===== config.mk =====
export PLATFORM = sky130hd
export DESIGN_NAME = gbba_ctrl
export DESIGN_NICKNAME = d
export VERILOG_FILES = /design/src/design/gbba_pkg.sv /design/src/design/gbba_ctrl.sv
export VERILOG_INCLUDE_DIRS = /design/src /design/src/design
export SDC_FILE = /design/constraint.sdc
export NUM_CORES = 1
export LEC_CHECK = 0
export ABC_AREA = 0
export BUFFER_PORTS_ARGS = -buffer_cell sky130_fd_sc_hd__buf_2
export CAP_MARGIN = 20
export CORE_AREA = 4 4 41 43
export DETAILED_ROUTE_END_ITERATION = 16
export DIE_AREA = 0 0 45 47
export GPL_TIMING_DRIVEN = 0
export PLACE_DENSITY = 0.72
export SYNTH_ARGS = -nofsm -noshare
export SYNTH_HDL_FRONTEND = slang
export SYNTH_SLANG_ARGS = --single-unit

===== constraint.sdc =====
create_clock -name clk -period 1.2 [get_ports clk]
set_input_delay 0.06 -clock clk [delete_from_list [all_inputs] [get_ports clk]]
set_output_delay 0.06 -clock clk [all_outputs]
set_load 0.02 [all_outputs]

===== src/design/grouped_bitmap_block_allocator_unit_macros.svh =====
// Assertion macros shared by the allocator modules.
// Depends on a clk and rst signal in the scope where a macro is used.
`ifndef GROUPED_BITMAP_BLOCK_ALLOCATOR_UNIT_MACROS_SVH
`define GROUPED_BITMAP_BLOCK_ALLOCATOR_UNIT_MACROS_SVH

// Same-cycle implication, disabled during reset.
`define GBBA_ASSERT_NOW(label, ante, cons, msg) \
  label: assert property (@(posedge clk) disable iff (rst) (ante) |-> (cons)) \
    else $error(msg);

// Next-cycle implication, disabled during reset.
`define GBBA_ASSERT_NEXT(label, ante, cons, msg) \
  label: assert property (@(posedge clk) disable iff (rst) (ante) |=> (cons)) \
    else $error(msg);

`endif


===== src/design/gbba_pkg.sv =====
// Constants, codes and control/status types for the block allocator.
// No dependencies; imported by the controller, datapath and top level.
`timescale 1ns / 1ps

package gbba_pkg;

  localparam int BLOCKS_PER_GROUP = 1024;
  localparam int MAX_GROUPS       = 16;
  localparam int MAP_WORD_BITS    = 64;

  localparam int WORDS_PER_GROUP  = BLOCKS_PER_GROUP / MAP_WORD_BITS;
  localparam int MAP_WORDS        = MAX_GROUPS * WORDS_PER_GROUP;

  localparam int GROUP_W    = (MAX_GROUPS > 1) ? $clog2(MAX_GROUPS) : 1;
  localparam int WIDX_W     = $clog2(WORDS_PER_GROUP);
  localparam int BIT_W      = $clog2(MAP_WORD_BITS);
  localparam int ADDR_W     = GROUP_W + WIDX_W;
  localparam int BLOCK_W    = 14;
  localparam int COUNT_W    = 11;
  localparam int TOTAL_W    = 15;
  localparam int GIU_W      = 5;
  localparam int STATUS_W   = 2;

  localparam logic CMD_ALLOC = 1'b0;
  localparam logic CMD_FREE  = 1'b1;

  localparam logic [STATUS_W-1:0] ST_DONE     = 2'd0;
  localparam logic [STATUS_W-1:0] ST_NO_SPACE = 2'd1;
  localparam logic [STATUS_W-1:0] ST_IGNORED  = 2'd2;

  typedef struct packed {
    logic                load;        // capture request, set up search
    logic                mod_step;    // reduce start group by group count
    logic                next_group;  // advance to next group, word 0
    logic                next_word;   // advance to next map word
    logic                rd;          // read the current map word
    logic                alloc_take;  // set lowest clear bit, count down
    logic                free_take;   // clear requested bit, count up
    logic                post;        // load the response register
    logic [STATUS_W-1:0] post_status;
  } ctrl_cmd_t;

  typedef struct packed {
    logic is_free;
    logic free_bad;
    logic start_ge_n;
    logic group_empty;
    logic visits_done;
    logic words_done;
    logic word_full;
    logic already_free;
    logic rsp_ready;
  } dpath_stat_t;

endpackage


===== src/design/gbba_ctrl.sv =====
// Controller: sequences request capture, group search, map word reads and
// the response hand-off. Depends on gbba_pkg and the macros.
`timescale 1ns / 1ps
`include "grouped_bitmap_block_allocator_unit_macros.svh"

module gbba_ctrl
  import gbba_pkg::*;
(
  input  logic        clk,
  input  logic        rst,
  input  logic        req_valid,
  output logic        req_stall,
  input  dpath_stat_t stat,
  output ctrl_cmd_t   cmd
);

  localparam logic [2:0] S_IDLE = 3'd0;
  localparam logic [2:0] S_TEST = 3'd1;
  localparam logic [2:0] S_WRAP = 3'd2;
  localparam logic [2:0] S_GRP  = 3'd3;
  localparam logic [2:0] S_RD   = 3'd4;
  localparam logic [2:0] S_CHK  = 3'd5;
  localparam logic [2:0] S_POST = 3'd6;

  logic [2:0]          state;
  logic [2:0]          state_next;
  logic [STATUS_W-1:0] res_status;
  logic [STATUS_W-1:0] res_status_next;

  assign req_stall = (state != S_IDLE);

  always_comb begin
    state_next      = state;
    res_status_next = res_status;
    cmd             = '0;
    cmd.post_status = res_status;
    unique case (state)
      S_IDLE: begin
        if (req_valid) begin
          cmd.load   = 1'b1;
          state_next = S_TEST;
        end
      end
      S_TEST: begin
        if (!stat.is_free) begin
          state_next = S_WRAP;
        end else if (stat.free_bad) begin
          res_status_next = ST_IGNORED;
          state_next      = S_POST;
        end else begin
          state_next = S_RD;
        end
      end
      S_WRAP: begin
        // Bring the start group inside the groups in use.
        if (stat.start_ge_n) begin
          cmd.mod_step = 1'b1;
        end else begin
          state_next = S_GRP;
        end
      end
      S_GRP: begin
        if (!stat.group_empty) begin
          state_next = S_RD;
        end else if (stat.visits_done) begin
          res_status_next = ST_NO_SPACE;
          state_next      = S_POST;
        end else begin
          cmd.next_group = 1'b1;
        end
      end
      S_RD: begin
        cmd.rd     = 1'b1;
        state_next = S_CHK;
      end
      S_CHK: begin
        if (stat.is_free) begin
          if (stat.already_free) begin
            res_status_next = ST_IGNORED;
          end else begin
            cmd.free_take   = 1'b1;
            res_status_next = ST_DONE;
          end
          state_next = S_POST;
        end else if (!stat.word_full) begin
          cmd.alloc_take  = 1'b1;
          res_status_next = ST_DONE;
          state_next      = S_POST;
        end else if (!stat.words_done) begin
          cmd.next_word = 1'b1;
          state_next    = S_RD;
        end else if (stat.visits_done) begin
          res_status_next = ST_NO_SPACE;
          state_next      = S_POST;
        end else begin
          cmd.next_group = 1'b1;
          state_next     = S_GRP;
        end
      end
      S_POST: begin
        // Hold until the response register is free.
        if (stat.rsp_ready) begin
          cmd.post   = 1'b1;
          state_next = S_IDLE;
        end
      end
      default: begin
        state_next = S_IDLE;
      end
    endcase
  end

  always_ff @(posedge clk) begin
    if (rst) begin
      state      <= S_IDLE;
      res_status <= ST_DONE;
    end else begin
      state      <= state_next;
      res_status <= res_status_next;
    end
  end

  `GBBA_ASSERT_NOW(a_post_ready, cmd.post, stat.rsp_ready, "response posted while register is held")
  `GBBA_ASSERT_NEXT(a_load_tests, cmd.load, state == S_TEST, "capture not followed by the request test")
  `GBBA_ASSERT_NEXT(a_take_posts, cmd.alloc_take || cmd.free_take, (state == S_POST) && (res_status == ST_DONE), "map update without a done response")

endmodule

---- Yosys cells after proc, flatten, opt, wreduce, memory -nomap -nowiden ----
Index checks and enable logic that the tools add are counted.
W data, S select, Z words.
storage, ports and cells
  bits in registers ....................... 5
  latch bits .............................. 0
  RAM bits ................................ 0
  ROM bits ................................ 0
  input port bits ......................... 12
  memories ................................ 0
operators by class
  add/subtract/negate cells ............... 0
  multiply operators ...................... 0
  div/mod/pow operators ................... 0
  magnitude comparators ................... 0
  eq/ne operators ......................... 14
  shifts and indexed selects .............. 0
  multiplexer cells ....................... 41
  bitwise logic cells ..................... 0
  reductions and logical operators ........ 5
operators with widths
  kind                  number
  $mux W3               10
  $mux W2               12
  $pmux W3 S7           1
  $mux W1               16
  $ne A2 B2 Y1 const B  6
  $eq A3 B3 Y1 const B  3
  $eq A3 B2 Y1 const B  2
  $pmux W2 S3           1
  $reduce_bool A3 Y1    2
  $reduce_and A5 Y1     1
  $ne A4 B4 Y1 const B  1
  $reduce_and A4 Y1     1
  $eq A3 B1 Y1 const B  1
  $logic_not A3 Y1      1
  $ne A3 B3 Y1 const B  1
  $pmux W1 S2           1

---- Logic depth before layout (Yosys ltp) ----
  depth after elaboration ................. 5
  mapped depth ............................ 6

---- Worst setup path before layout ----
Ideal clock, no wire load.
  path type ............................... register to output
  start ................................... reg state[1]
  end ..................................... out cmd[9] (netlist name)
  arrival ................................. 1.259 ns
  data required time ...................... 1.140 ns
  slack ................................... -0.119 ns
  cell stages (with the launch flop) ...... 4
  buffers on the path ..................... 1
  cell sequence ........................... dfxtp_1 -> buf_4 -> or3_1 -> nor2_1
RTL lines
  element                 line              text
  start, declared         gbba_ctrl.sv:25   logic [2:0] state;
  start signal, assigned  gbba_ctrl.sv:118  state <= state_next;
  end, declared           gbba_ctrl.sv:14   output ctrl_cmd_t cmd

==> impl_metrics.csv <==
group,metric,value,unit
outcome,status,"finished, violations left",
outcome,violations,"setup timing",
critical_path,crit_type,"flop to output port",
die,core_region_area,1300,um^2
sta,max_slew_margin,79.6,%
sta,period_share,112,%
layout,fin_cells,115,
placed_design,dpl.hpwl,990,um
cts,cts_made_buffers,3,
layout,diodes,0,
layout,nets,113,
critical_path,cp_data_required_time,1.14,ns
power_and_ir_drop,p_total,1060,uW
cts,clk_pin_slew,0.04,ns
die,start_util,37.4,%
cts,htreeDepth,1,
layout,multiInputGateArea,438,um^2
grt,grt_pass1_wl,2.27,mm
routing,drc,0,
critical_path,cp-start-kind,"flop",
cts,ctsHoldBuffers,0,
cts,cts_sinks,5,
critical_path,setup.worst_path.end_class,"output port",
die,die_x,45,um
sta,fin_ws,-0.150,ns
critical_path,path_max_fanout,6,
routing,drtPass1Iterations,3,
sta,setup_viol,12,
synth,avgSynthCellArea,7.05,um^2
power_and_ir_drop,leakagePower,0.000367,uW
sta,grt_setup_unrepaired,"yes",
synth,yosysSeqAreaShare,20.6,%
die,die_h,47,um
sta,skew,0.00198,ns
cts,clock_latency,0.24,ns
sta,fin_tns_setup,-0.652,ns
synth,synth_cells,69,
cts,cts_tree,"built",
synth,syn_area,487,um^2
critical_path,worst_path_most_repeated_cell,"buf_6",
critical_path,crit_chain,"buf_6, or3_4, nor2_2, buf_6",
routing,viasPerCell,5.28,
layout,drive_gt1_share,59.0,%
sta,max_clock_freq,0.741,GHz
sta,drv_slew,0,
layout,postLayoutCellArea,833,um^2
grt,grt_max_degree,11,
die,die-area,2120,um^2
routing,dr_total_vias,607,
routing,drt_wl_total,1.54,mm
routing,ant_nets,0,
placed_design,numPortBuffers,22,
cts,clockBufferDepth,2,
layout,n_fill_cell,119,
placed_design,gp_congestion,0.810,
routing,initialDrtViolationCount,4,
flow_run,drv_cap,0,
critical_path,critPathMaxStageDelay,0.36,ns
hold_path,hold_path_class,"primary input to flop",
synth,synth_seq_cells,5,
placed_design,dp_cells,106,
critical_path,cp_data_arrival_time,1.29,ns
synth,synth_area_leaders,"dfxtp_1, nand2b_1, a211oi_1",
synth,yosys.area.top_type_share,20.6,%
critical_path,critPathSlowestCell,"dfxtp_4",
grt,grt_pass1_vias,547,
cts,clock-root-buffer,"clkbuf_4",
synth,synth_top_cell_by_area,"dfxtp_1",
layout,seq_area,115,um^2
sta,period_needed,1.35,ns
grt,antenna_found_initial,0,
power_and_ir_drop,power.density,1270,nW/um^2
die,placementRows,13,
grt,grt_remaining_overflow,0,
sta,hold_viol,0,
die,pin_count,23,
grt,grt_usage,14.9,%
placed_design,place_area,627,um^2
sta,worst_slew_pin_slew,0.305,ns
layout,syn_to_final_growth,71.2,%
synth,synth_nets,81,
power_and_ir_drop,vdd_drop_max,0.661,mV
synth,yosysUniqueCellTypes,29,
routing,wire_per_inst,13.4,um
synth,yosys_warnings,0,
worst max-delay path, delay by kind of cell (launching register included):
family / cells / cell delay [ns]
and+or+nand+nor: 2 / 0.44
buffers and inverters: 2 / 0.25
DFF: 1 / 0.36
layout by cell type, fill, tap and decap left out, types with 2 or more instances in the layout:
| master | n |
|---|---|
| nor3b_1 | 3 |
| and2b_1 | 2 |
| a211oi_2 | 3 |
| nor2_1 | 4 |
| nand2_1 | 4 |
| buf_4 | 8 |
| a21oi_1 | 2 |
| nand3b_1 | 2 |
| nor3_1 | 3 |
| o21ai_0 | 2 |
| dfxtp_4 | 4 |
| o21ai_2 | 2 |
| a31oi_1 | 2 |
| inv_1 | 3 |
| buf_6 | 7 |
| clkbuf_4 | 3 |
| a21oi_2 | 2 |
| nand2b_1 | 4 |
| buf_2 | 17 |
| nor2_2 | 2 |
final timing paths:
check | cells after the start | slack (ns) | start | end
min | 2 | 0.1 | rst | state[0]$_SDFFE_PP0P_
min reg2reg | 2 | 0.50 | res_status[1]$_SDFFE_PP0P_ | res_status[1]$_SDFFE_PP0P_
max | 4 | -0.15 | state[1]$_SDFFE_PP0P_ | cmd[9]
max reg2reg | 4 | -0.10 | state[1]$_SDFFE_PP0P_ | res_status[1]$_SDFFE_PP0P_
flip-flops by register name (all words and copies together) (netlist names):
signal      cells
state           3
res_status      2
layout make-up:
| class | instances | area share (%) |
|---|---|---|
| multi-input cells | 56 | 52.6 |
| repair buffers | 29 | 24.0 |
| flip-flops and latches | 5 | 13.8 |
| clock buffers | 4 | 3.15 |
| plain buffers | 3 | 2.85 |
| well taps | 15 | 2.25 |
| inverters | 3 | 1.35 |
kinds of logic (layout without fill, tap and decap cells):
group,Yosys count,after routing,share of synthesized area (%)
buffers and inverters,8,39,7.97
muxes,1,1,2.06
DFF,5,5,20.6
AOI/OAI and AO/OA,21,21,28.8
and+or+nand+nor,34,34,40.6
power by group:
part           total [uW]  leakage (uW)  switching (uW)  internal, uW
Combinational         616      0.000308             304           313
Clock                 195     0.0000150            68.9           126
Sequential            245     0.0000437            44.1           201
synthesized netlist by cell type:
| cell type | count |
|---|---|
| a21oi_1 | 4 |
| a22oi_1 | 1 |
| a2111oi_1 | 1 |
| a22o_1 | 1 |
| nor2_1 | 6 |
| inv_1 | 3 |
| mux2i_1 | 1 |
| a211oi_1 | 4 |
| o22a_1 | 1 |
| nand2_1 | 5 |
| o21ai_0 | 4 |
| or3_1 | 1 |
| buf_4 | 1 |
| and2_0 | 1 |
| o22ai_1 | 1 |
| a31oi_1 | 2 |
| or4_1 | 1 |
| nand3b_1 | 2 |
| or2_2 | 1 |
| and2b_1 | 2 |
| nor3b_1 | 4 |
| dfxtp_1 | 5 |
| buf_2 | 4 |
| nand2b_1 | 5 |
| o211ai_1 | 1 |
| nor3_1 | 4 |
| nor2b_1 | 1 |
| and4bb_2 | 1 |
| o21ai_2 | 1 |
repair_timing:
item,in CTS,in global routing
buffers inserted,6,3
endpoints found under the setup margin,14,14
pin swaps,8,7
resized for setup,30,11
per-stage QoR:
step / utilization, % / setup WS (ns) / hold WS, ns
4_1_cts: 58.9 / -0.157 / 0.0518
3_5_place_dp: 48.2 / -0.181 / 0.319
6_report: 64.0 / -0.150 / 0.0952
5_1_grt: 64.0 / -0.195 / 0.0889
3_3_place_gp: 48.2 / -0.183 / 0.316
2_1_floorplan: - / -0.0120 / 0.129
metal layers:
layer	vias to the layer above	track usage, %	share of wire [%]
li1	318	-	-
met1	278	17.7	43
met2	9	24.6	52
met3	2	3.45	3.2
met4	0	8.77	0.78
met5	-	0	0
No activity file was read; power rests on OpenSTA's default activity.
